### config.mk
export PLATFORM = sky130hd
export DESIGN_NAME = audio_segment_soften_saturate_unit
export DESIGN_NICKNAME = d
export VERILOG_FILES = /design/src/design/seg_soft_pkg.sv /design/src/design/audio_segment_soften_saturate_unit.sv /design/src/design/seg_soft_div9.sv
export SDC_FILE = /design/constraint.sdc
export NUM_CORES = 2
export LEC_CHECK = 0
export ABC_CLOCK_PERIOD_IN_PS = 23700
export BUFFER_PORTS_ARGS = -buffer_cell sky130_fd_sc_hd__clkbuf_2
export CAP_MARGIN = 20
export CORE_MARGIN = 3
export CORE_UTILIZATION = 59
export DETAILED_ROUTE_END_ITERATION = 8
export HOLD_SLACK_MARGIN = 0.05
export PLACE_DENSITY = 0.88
export SYNTH_ARGS = -nofsm -noshare
export SYNTH_HDL_FRONTEND = slang
export SYNTH_HIERARCHICAL = 1
export SYNTH_SLANG_ARGS = --single-unit
### constraint.sdc
create_clock -name clk -period 23.7 [get_ports clk]
set_input_delay 2.37 -clock clk [delete_from_list [all_inputs] [get_ports clk]]
set_output_delay 2.37 -clock clk [all_outputs]
set_load 0.01 [all_outputs]
### src/design/seg_soft_pkg.sv
`timescale 1ns / 1ps
`default_nettype none

package seg_soft_pkg;

    // Configuration port
    localparam int CFG_INDEX_W = 2;
    localparam int CFG_DATA_W  = 9;

    localparam logic [CFG_INDEX_W-1:0] REG_MASTER_VOLUME = 2'd0;
    localparam logic [CFG_INDEX_W-1:0] REG_SOFTEN_ENABLE = 2'd1;
    localparam logic [CFG_INDEX_W-1:0] REG_STEREO_MODE   = 2'd2;

    localparam logic [CFG_DATA_W-1:0] VOLUME_RESET = 9'd128;
    localparam logic [CFG_DATA_W-1:0] VOLUME_MAX   = 9'd256;
    localparam logic                  SOFTEN_RESET = 1'b0;
    localparam logic                  STEREO_RESET = 1'b1;

    // Output limits
    localparam int SAT16_MIN = -32768;
    localparam int SAT16_MAX = 32767;
    localparam int MONO_MIN  = -65536;
    localparam int MONO_MAX  = 65535;

    // Smoothing filter: taps sum to this divisor.
    localparam int DIVISOR     = 9;
    // Register stages inside the divide-by-nine unit.
    localparam int DIV_LATENCY = 8;

    // Samples taken so far in the current segment, saturating.
    typedef enum logic [1:0] {
        POS_START,
        POS_ONE,
        POS_RUN
    } seg_pos_t;

endpackage

`default_nettype wire

### src/design/audio_segment_soften_saturate_unit.sv
`timescale 1ns / 1ps
`default_nettype none

// Volume, optional five-tap smoothing, optional mono mix and 16-bit
// saturation of a stereo stream split into segments. One left/right pair is
// taken every cycle while the output side keeps up; the pair that carries
// segment_end holds off the input while the window drains the last results
// of the segment. Results trail the input by two samples. The transfer itself
// loads the scaled input register; a result then passes through the tap
// adder register, the divide-by-nine pipeline and the output register, and
// the drained results of a segment end take the same path. A stalled output
// stalls the whole pipeline. After reset the volume is 128, smoothing is off,
// output is stereo and a new segment begins. Configuration may change only
// while the block is empty.
module audio_segment_soften_saturate_unit #(
    parameter int SAMPLE_WIDTH = 24
) (
    input  wire logic                                      clk,
    input  wire logic                                      rst_n,

    input  wire logic                                      cfg_write,
    input  wire logic [seg_soft_pkg::CFG_INDEX_W-1:0]      cfg_index,
    input  wire logic [seg_soft_pkg::CFG_DATA_W-1:0]       cfg_data,

    input  wire logic                                      in_valid,
    output logic                                           in_ready,
    input  wire logic signed [SAMPLE_WIDTH-1:0]            left_sample,
    input  wire logic signed [SAMPLE_WIDTH-1:0]            right_sample,
    input  wire logic                                      segment_end,

    output logic                                           out_valid,
    input  wire logic                                      out_ready,
    output logic signed [15:0]                             left_out,
    output logic signed [15:0]                             right_out,
    output logic                                           last_of_segment
);

    localparam int SW     = SAMPLE_WIDTH;
    localparam int SUM_W  = SW + 4;
    localparam int VOL_W  = seg_soft_pkg::CFG_DATA_W;
    localparam int PROD_W = SW + VOL_W + 1;
    localparam int MIX_W  = SW + 1;
    localparam int LAT    = seg_soft_pkg::DIV_LATENCY;

    localparam logic signed [SW-1:0]    LO16 = SW'(seg_soft_pkg::SAT16_MIN);
    localparam logic signed [SW-1:0]    HI16 = SW'(seg_soft_pkg::SAT16_MAX);
    localparam logic signed [MIX_W-1:0] LO_MIX = MIX_W'(seg_soft_pkg::MONO_MIN);
    localparam logic signed [MIX_W-1:0] HI_MIX = MIX_W'(seg_soft_pkg::MONO_MAX);

    // Configuration registers
    logic [VOL_W-1:0] volume_reg;
    logic             soften_reg;
    logic             stereo_reg;

    always_ff @(posedge clk or negedge rst_n)
    begin
        if (!rst_n)
        begin
            volume_reg <= seg_soft_pkg::VOLUME_RESET;
            soften_reg <= seg_soft_pkg::SOFTEN_RESET;
            stereo_reg <= seg_soft_pkg::STEREO_RESET;
        end
        else if (cfg_write)
        begin
            unique case (cfg_index)
                seg_soft_pkg::REG_MASTER_VOLUME: volume_reg <= cfg_data;
                seg_soft_pkg::REG_SOFTEN_ENABLE: soften_reg <= cfg_data[0];
                seg_soft_pkg::REG_STEREO_MODE:   stereo_reg <= cfg_data[0];
                default: ;
            endcase
        end
    end

    // Volume scaling at the input register
    logic [VOL_W-1:0]         vol_eff;
    logic signed [PROD_W-1:0] prod_l, prod_r;

    assign vol_eff = (volume_reg > seg_soft_pkg::VOLUME_MAX) ? seg_soft_pkg::VOLUME_MAX
                                                             : volume_reg;
    assign prod_l  = left_sample * $signed({1'b0, vol_eff});
    assign prod_r  = right_sample * $signed({1'b0, vol_eff});

    logic                 s0_valid_reg, s0_valid_next;
    logic                 s0_end_reg;
    logic signed [SW-1:0] s0_left_reg, s0_right_reg;

    logic adv, flush_active, seq_take, take, in_xfer;

    logic [1:0] flush_left_reg, flush_left_next;

    assign adv          = !out_valid || out_ready;
    assign flush_active = (flush_left_reg != 2'd0);
    assign seq_take     = adv && !flush_active;
    assign in_ready     = seq_take || !s0_valid_reg;
    assign take         = seq_take && s0_valid_reg;
    assign in_xfer      = in_valid && in_ready;

    always_comb
    begin
        s0_valid_next = s0_valid_reg;
        if (in_xfer)
            s0_valid_next = 1'b1;
        else if (take)
            s0_valid_next = 1'b0;
    end

    always_ff @(posedge clk or negedge rst_n)
    begin
        if (!rst_n)
            s0_valid_reg <= 1'b0;
        else
            s0_valid_reg <= s0_valid_next;
    end

    // The arithmetic shift right by eight is a floor, so the scaled value is
    // simply the product with its low eight bits dropped.
    always_ff @(posedge clk)
    begin
        if (in_xfer)
        begin
            s0_left_reg  <= prod_l[SW+7:8];
            s0_right_reg <= prod_r[SW+7:8];
            s0_end_reg   <= segment_end;
        end
    end

    // Segment window and sequencer
    seg_soft_pkg::seg_pos_t pos_reg, pos_next;

    logic signed [SW-1:0] lwin_reg [4];
    logic signed [SW-1:0] rwin_reg [4];
    logic signed [SW-1:0] lwin_next [4];
    logic signed [SW-1:0] rwin_next [4];
    logic signed [SW-1:0] nxt_l, nxt_r;
    logic                 emit, emit_last;

    always_comb
    begin
        pos_next        = pos_reg;
        flush_left_next = flush_left_reg;
        lwin_next       = lwin_reg;
        rwin_next       = rwin_reg;
        emit            = 1'b0;
        emit_last       = 1'b0;
        nxt_l           = s0_left_reg;
        nxt_r           = s0_right_reg;

        if (take)
        begin
            unique case (pos_reg)
                seg_soft_pkg::POS_START:
                begin
                    // The first sample fills every tap of the window.
                    lwin_next       = '{s0_left_reg, s0_left_reg, s0_left_reg, s0_left_reg};
                    rwin_next       = '{s0_right_reg, s0_right_reg, s0_right_reg,
                                        s0_right_reg};
                    pos_next        = s0_end_reg ? seg_soft_pkg::POS_START
                                                 : seg_soft_pkg::POS_ONE;
                    flush_left_next = s0_end_reg ? 2'd1 : 2'd0;
                end
                seg_soft_pkg::POS_ONE,
                seg_soft_pkg::POS_RUN:
                begin
                    emit            = (pos_reg == seg_soft_pkg::POS_RUN);
                    lwin_next       = '{lwin_reg[1], lwin_reg[2], lwin_reg[3], s0_left_reg};
                    rwin_next       = '{rwin_reg[1], rwin_reg[2], rwin_reg[3], s0_right_reg};
                    pos_next        = s0_end_reg ? seg_soft_pkg::POS_START
                                                 : seg_soft_pkg::POS_RUN;
                    flush_left_next = s0_end_reg ? 2'd2 : 2'd0;
                end
                default:
                begin
                    pos_next = seg_soft_pkg::POS_START;
                end
            endcase
        end
        else if (adv && flush_active)
        begin
            // While draining, the newest tap already holds the segment's last
            // sample, and it also stands in for every tap past the end.
            emit      = 1'b1;
            emit_last = (flush_left_reg == 2'd1);
            nxt_l     = lwin_reg[3];
            nxt_r     = rwin_reg[3];
            if (flush_left_reg == 2'd2)
            begin
                lwin_next = '{lwin_reg[1], lwin_reg[2], lwin_reg[3], lwin_reg[3]};
                rwin_next = '{rwin_reg[1], rwin_reg[2], rwin_reg[3], rwin_reg[3]};
            end
            flush_left_next = flush_left_reg - 2'd1;
        end
    end

    always_ff @(posedge clk or negedge rst_n)
    begin
        if (!rst_n)
        begin
            pos_reg        <= seg_soft_pkg::POS_START;
            flush_left_reg <= 2'd0;
            lwin_reg       <= '{default: '0};
            rwin_reg       <= '{default: '0};
        end
        else
        begin
            pos_reg        <= pos_next;
            flush_left_reg <= flush_left_next;
            lwin_reg       <= lwin_next;
            rwin_reg       <= rwin_next;
        end
    end

    // Tap sum: weights 1,2,3,2,1 from oldest to newest; with smoothing off, the centre tap alone.
    function automatic logic signed [SUM_W-1:0] tap_sum(
        input logic signed [SW-1:0] w0,
        input logic signed [SW-1:0] w1,
        input logic signed [SW-1:0] w2,
        input logic signed [SW-1:0] w3,
        input logic signed [SW-1:0] nx,
        input logic                 smooth_on
    );
        logic signed [SUM_W-1:0] e0, e1, e2, e3, e4;
        begin
            e0 = SUM_W'(w0);
            e1 = SUM_W'(w1);
            e2 = SUM_W'(w2);
            e3 = SUM_W'(w3);
            e4 = SUM_W'(nx);
            if (smooth_on)
                tap_sum = (e2 <<< 1) + e2 + ((e1 + e3) <<< 1) + e0 + e4;
            else
                tap_sum = e2;
        end
    endfunction

    logic                    p1_valid_reg, p1_last_reg;
    logic signed [SUM_W-1:0] p1_sum_l_reg, p1_sum_r_reg;

    always_ff @(posedge clk or negedge rst_n)
    begin
        if (!rst_n)
        begin
            p1_valid_reg <= 1'b0;
            p1_last_reg  <= 1'b0;
        end
        else if (adv)
        begin
            p1_valid_reg <= emit;
            p1_last_reg  <= emit_last;
        end
    end

    always_ff @(posedge clk)
    begin
        if (adv)
        begin
            p1_sum_l_reg <= tap_sum(lwin_reg[0], lwin_reg[1], lwin_reg[2], lwin_reg[3],
                                    nxt_l, soften_reg);
            p1_sum_r_reg <= tap_sum(rwin_reg[0], rwin_reg[1], rwin_reg[2], rwin_reg[3],
                                    nxt_r, soften_reg);
        end
    end

    // Divide by nine
    logic signed [SW-1:0] filt_l, filt_r;

    seg_soft_div9 #(
        .SAMPLE_WIDTH (SW)
    ) u_div_left (
        .clk       (clk),
        .en        (adv),
        .smooth_on (soften_reg),
        .sum       (p1_sum_l_reg),
        .result    (filt_l)
    );

    seg_soft_div9 #(
        .SAMPLE_WIDTH (SW)
    ) u_div_right (
        .clk       (clk),
        .en        (adv),
        .smooth_on (soften_reg),
        .sum       (p1_sum_r_reg),
        .result    (filt_r)
    );

    logic vpipe_reg [LAT];
    logic lpipe_reg [LAT];

    always_ff @(posedge clk or negedge rst_n)
    begin
        if (!rst_n)
        begin
            vpipe_reg <= '{default: 1'b0};
            lpipe_reg <= '{default: 1'b0};
        end
        else if (adv)
        begin
            vpipe_reg[0] <= p1_valid_reg;
            lpipe_reg[0] <= p1_last_reg;
            for (int i = 1; i < LAT; i++)
            begin
                vpipe_reg[i] <= vpipe_reg[i-1];
                lpipe_reg[i] <= lpipe_reg[i-1];
            end
        end
    end

    // Saturation and mono mix
    logic signed [MIX_W-1:0] mix;
    logic signed [MIX_W-1:0] mix_half;
    logic signed [15:0]      left_res, right_res, sat_l, sat_r, mono;

    always_comb
    begin
        if (filt_l < LO16)
            sat_l = 16'sh8000;
        else if (filt_l > HI16)
            sat_l = 16'sh7FFF;
        else
            sat_l = filt_l[15:0];

        if (filt_r < LO16)
            sat_r = 16'sh8000;
        else if (filt_r > HI16)
            sat_r = 16'sh7FFF;
        else
            sat_r = filt_r[15:0];

        mix      = MIX_W'(filt_l) + MIX_W'(filt_r);
        mix_half = mix >>> 1;
        if (mix < LO_MIX)
            mono = 16'sh8000;
        else if (mix > HI_MIX)
            mono = 16'sh7FFF;
        else
            mono = mix_half[15:0];

        left_res  = stereo_reg ? sat_l : mono;
        right_res = stereo_reg ? sat_r : mono;
    end

    logic               out_valid_reg, out_last_reg;
    logic signed [15:0] out_left_reg, out_right_reg;

    always_ff @(posedge clk or negedge rst_n)
    begin
        if (!rst_n)
        begin
            out_valid_reg <= 1'b0;
            out_last_reg  <= 1'b0;
        end
        else if (adv)
        begin
            out_valid_reg <= vpipe_reg[LAT-1];
            out_last_reg  <= lpipe_reg[LAT-1];
        end
    end

    always_ff @(posedge clk)
    begin
        if (adv)
        begin
            out_left_reg  <= left_res;
            out_right_reg <= right_res;
        end
    end

    assign out_valid       = out_valid_reg;
    assign left_out        = out_left_reg;
    assign right_out       = out_right_reg;
    assign last_of_segment = out_last_reg;

    // A drain is only pending once the segment has been closed.
    a_flush_closes_segment: assert property (@(posedge clk) disable iff (!rst_n)
        flush_active |-> (pos_reg == seg_soft_pkg::POS_START))
        else $error("drain pending while a segment is open");

    a_flush_count_range: assert property (@(posedge clk) disable iff (!rst_n)
        flush_left_reg != 2'd3)
        else $error("drain count out of range");

    a_end_starts_flush: assert property (@(posedge clk) disable iff (!rst_n)
        (take && s0_end_reg) |=> flush_active)
        else $error("segment end transfer did not start a drain");

    a_start_fills_window: assert property (@(posedge clk) disable iff (!rst_n)
        (take && pos_reg == seg_soft_pkg::POS_START) |=>
            (lwin_reg[0] == lwin_reg[3] && lwin_reg[1] == lwin_reg[2] &&
             lwin_reg[0] == lwin_reg[1] && rwin_reg[0] == rwin_reg[3] &&
             rwin_reg[1] == rwin_reg[2] && rwin_reg[0] == rwin_reg[1]))
        else $error("segment start did not fill the window");

    a_no_emit_when_stalled: assert property (@(posedge clk) disable iff (!rst_n)
        (out_valid && !out_ready) |-> (!take && !emit))
        else $error("sequencer moved while the output was stalled");

endmodule

`default_nettype wire

### src/design/seg_soft_div9.sv
`timescale 1ns / 1ps
`default_nettype none

// Signed divide by nine, truncating toward zero, as an eight-stage pipeline.
// With smooth_on low the magnitude passes through undivided, so the unit then
// just delays the (narrowed) input.
module seg_soft_div9 #(
    parameter int SAMPLE_WIDTH = 24
) (
    input  wire logic                          clk,
    input  wire logic                          en,
    input  wire logic                          smooth_on,
    input  wire logic signed [SAMPLE_WIDTH+3:0] sum,
    output logic signed [SAMPLE_WIDTH-1:0]     result
);

    localparam int SW    = SAMPLE_WIDTH;
    localparam int SUM_W = SW + 4;
    localparam int MAG_W = SW + 3;
    localparam int FRAC  = 4;
    localparam int Y_W   = MAG_W + 4 + FRAC;

    logic [SUM_W-1:0] sum_abs;
    logic [MAG_W+3:0] times7;
    logic [Y_W-1:0]   t_last;
    logic [SUM_W-1:0] rem;
    logic [SW-1:0]    q_fixed;

    logic             neg_d1_reg, neg_d2_reg, neg_d3_reg, neg_d4_reg;
    logic             neg_d5_reg, neg_d6_reg, neg_d7_reg;
    logic [MAG_W-1:0] mag_d1_reg, mag_d2_reg, mag_d3_reg, mag_d4_reg;
    logic [MAG_W-1:0] mag_d5_reg, mag_d6_reg;
    logic [Y_W-1:0]   y_d2_reg, t_d3_reg, t_d4_reg;
    logic [SW-1:0]    qe_d5_reg, qe_d6_reg;
    logic [SUM_W-1:0] nq_d6_reg;
    logic [SW-1:0]    val_d7_reg;
    logic [SW-1:0]    result_reg;

    // x/9 = 7x/63, and 1/63 = 2^-6 * (1 + 2^-6)(1 + 2^-12)(1 + 2^-24)...
    // The product is cut short and truncated, so the estimate can come out
    // one below the true quotient; the remainder check fixes that.
    always_comb
    begin
        sum_abs = sum[SUM_W-1] ? -sum : sum;
        times7  = {1'b0, mag_d1_reg, 3'b000} - {4'b0000, mag_d1_reg};
        t_last  = t_d4_reg + (t_d4_reg >> 24);
        rem     = {1'b0, mag_d6_reg} - nq_d6_reg;
        q_fixed = (rem >= SUM_W'(seg_soft_pkg::DIVISOR)) ? qe_d6_reg + 1'b1 : qe_d6_reg;
    end

    always_ff @(posedge clk)
    begin
        if (en)
        begin
            neg_d1_reg <= sum[SUM_W-1];
            mag_d1_reg <= sum_abs[MAG_W-1:0];

            neg_d2_reg <= neg_d1_reg;
            mag_d2_reg <= mag_d1_reg;
            y_d2_reg   <= {times7, {FRAC{1'b0}}};

            neg_d3_reg <= neg_d2_reg;
            mag_d3_reg <= mag_d2_reg;
            t_d3_reg   <= y_d2_reg + (y_d2_reg >> 6);

            neg_d4_reg <= neg_d3_reg;
            mag_d4_reg <= mag_d3_reg;
            t_d4_reg   <= t_d3_reg + (t_d3_reg >> 12);

            neg_d5_reg <= neg_d4_reg;
            mag_d5_reg <= mag_d4_reg;
            qe_d5_reg  <= t_last[FRAC+6 +: SW];

            neg_d6_reg <= neg_d5_reg;
            mag_d6_reg <= mag_d5_reg;
            qe_d6_reg  <= qe_d5_reg;
            nq_d6_reg  <= {1'b0, qe_d5_reg, 3'b000} + {4'b0000, qe_d5_reg};

            neg_d7_reg <= neg_d6_reg;
            val_d7_reg <= smooth_on ? q_fixed : mag_d6_reg[SW-1:0];

            result_reg <= neg_d7_reg ? -val_d7_reg : val_d7_reg;
        end
    end

    assign result = $signed(result_reg);

endmodule

`default_nettype wire

==> run metrics <==
status finished, final reports clean; total global routing overflow 0; HPWL Detailed 131,000 µm; required time worst endpoint 24.16 ns; non-filler cells, final 9,533; die height 376 µm; GR Util All Layers 0.250; Die ar. 0.142 mm²; core area 0.136 mm²; clock buffer count from CTS 116; area of the multi-input gates 0.0435 mm²; antenna viol nets, final 0; layout cells sized above 1 0.0764; Worst-Margin Slew 1.10 ns; vias per std cell 6.03; number of port buffers 99; vias in the first global route 58,000; DR iter-0 viols 4,964; Inst Count DP 9,304; Top FF cell, synth edfxtp_1; setup TNS 0 ns; Cell Chain, Critical Path clkbuf_2 -> nand2_1 -> fa_1 -> inv_1 -> fa_1 -> inv_1 -> fa_1 -> inv_1 -> fa_1 -> inv_1 -> fa_1 -> inv_1 -> ha_1 -> a211oi_1 -> o211ai_1 -> a32oi_1 -> o21ai_0 -> o311ai_0 -> a21boi_0 -> o21a_1 -> nor3_1 -> nor2_1; P&R area growth vs syn 7.73%; worst-skew pair later-pin latency 0.76 ns; commonest cells after routing, fill and taps aside 917 x edfxtp_1, 840 x inv_1, 622 x a21oi_1, 591 x nand2_1, 571 x nor2_1; first-pass GRT wire length 292,000 µm; RSZ-0062 raised after global routing no; worst min-delay path class flip-flop to flip-flop; Avg Inst Size Synth 10.6 µm²; initial antenna violation count 1; Die W 376 µm; Fillers 9,870; Final #Nets 8,751; Avg WL per Cell 18.7 µm; Synth Net Count 8,739; hold bufs inserted after CTS 0; final-report setup violation count 0; Post-synth EDFFs 917; FFs w/ async S/R, synth 0.199; #FFs+latches synth 1,145; max-cap violations 0; GPL Wtd Cong 0.947; CP max FO 9; Finished Core Util 0.642; CP Buf/Inv Count 6; Ports 100; register area 0.0332 mm²; Slew Limit Fails 0; Critical Path AT 8.17 ns; buffer depth of the longest clock path 3; fmax 0.130 GHz; slew margin rel. 0.266; Final period util 0.325; final hold vios 0; Initial Utilization 0.596; router iterations before antenna repair 9; Placed Area 0.0829 mm²; largest net degree at the start of global routing 184; most common cell after layout, fill and taps aside edfxtp_1; Root Buffer clkbuf_16; final instance area 0.0871 mm²; min Tclk post-route 7.71 ns; Seq/Total Area, Yosys 0.411; cell family with most CP delay adder cells; Rows 135; Synth Instances 7,637; Setup Fix Bufs, Post-CTS 0; Mapped Area 0.0809 mm²; yosys warns 6; routed vias 57,500; Antenna Cells 0; post-CTS sizing 0; clock sink count 1,145; H-tree levels 3; drt drc 0; crit start category input pin; Final Skew 0.0717 ns; total wire length 178,000 µm; Slowest Stage Delay on Critical Path 0.62 ns; nature of the critical path endpoint flip-flop; crit path kind input pin to flip-flop; CTS tree done; clock-pin slew on the worst setup and hold paths 0.06 ns; number of library cell types mapped by synthesis 113; Critical Path Slowest Stage Cell o311ai_0
[cell usage after synthesis, types with 29 or more instances]
cell type	count	area share
nand2_1	592	0.027
a21oi_1	622	0.038
and3_1	113	0.0087
a31oi_1	59	0.0046
nor4_1	33	0.0026
o211ai_1	39	0.0036
ha_1	538	0.083
nor2b_1	64	0.0050
o21bai_1	29	0.0027
or3_1	42	0.0032
mux2_2	147	0.020
a211oi_1	58	0.0054
nand3_1	127	0.0079
edfxtp_1	917	0.34
nand2b_1	67	0.0052
clkbuf_1	176	0.0082
nand4_1	63	0.0049
xor2_1	143	0.015
a21o_1	145	0.013
o31ai_1	55	0.0051
nor2_1	572	0.027
inv_1	841	0.039
fa_1	499	0.12
o21ai_0	224	0.014
o21a_1	72	0.0067
and2_1	199	0.015
nor3_1	100	0.0062
buf_1	44	0.0020
xnor2_1	364	0.039
dfrtp_1	226	0.070
[layer usage]
metal  track usage  share of wire  wire length (µm)  up-vias
met5             0              0                 0        -
met4        0.0861          0.036              6440        0
met3        0.0358          0.062             11100      525
met2         0.443           0.51             90300     2366
met1         0.315           0.39             70300    27800
li1              -              -                 -    26800
[final cells by class]
class | instances | share of cell area
multi-input combinational | 5400 | 0.499
sequential | 1145 | 0.382
inverter | 843 | 0.0364
clock buffer | 140 | 0.0352
tap | 1781 | 0.0256
clock inverter | 81 | 0.0112
timing repair buffer | 143 | 0.0110
[worst paths after layout]
check                                      startpoint                     to  slack, ns  depth (start not counted)
worst min register to register  u_div_left/neg_d1_reg  u_div_left/neg_d2_reg       0.35                          0
worst min-delay path            u_div_left/neg_d1_reg  u_div_left/neg_d2_reg       0.35                          0
worst max register to register          volume_reg[8]       s0_right_reg[18]      16.53                         24
min in group asynchronous                       rst_n           rwin_reg[94]       1.61                          1
max in group asynchronous                       rst_n           lwin_reg[72]      20.03                          4
worst max-delay path                  right_sample[5]       s0_right_reg[18]      15.99                         22
[cells by family (layout without fill, tap and decap cells)]
group | count (synthesis) | after routing | share of synthesized area
simple gates | 2118 | 2118 | 0.128
compound gates | 1575 | 1575 | 0.125
flops | 1145 | 1145 | 0.411
buf+inv | 1092 | 1207 | 0.0521
fa+ha+maj | 1037 | 1037 | 0.207
xor+xnor | 507 | 507 | 0.0549
mux | 163 | 163 | 0.0224
[stage by stage]
step | worst slack (ns) | hold WS, ns
2_1_floorplan | 9.29 | 0.400
3_3_place_gp | 15.36 | 0.401
3_5_place_dp | 15.33 | 0.405
4_1_cts | 16.09 | 0.335
5_1_grt | 15.53 | 0.349
6_report | 15.99 | 0.346
Power is left out: the tool's default activity adds up to more than one toggle a clock period on the data nets, which glitch-free logic cannot reach.
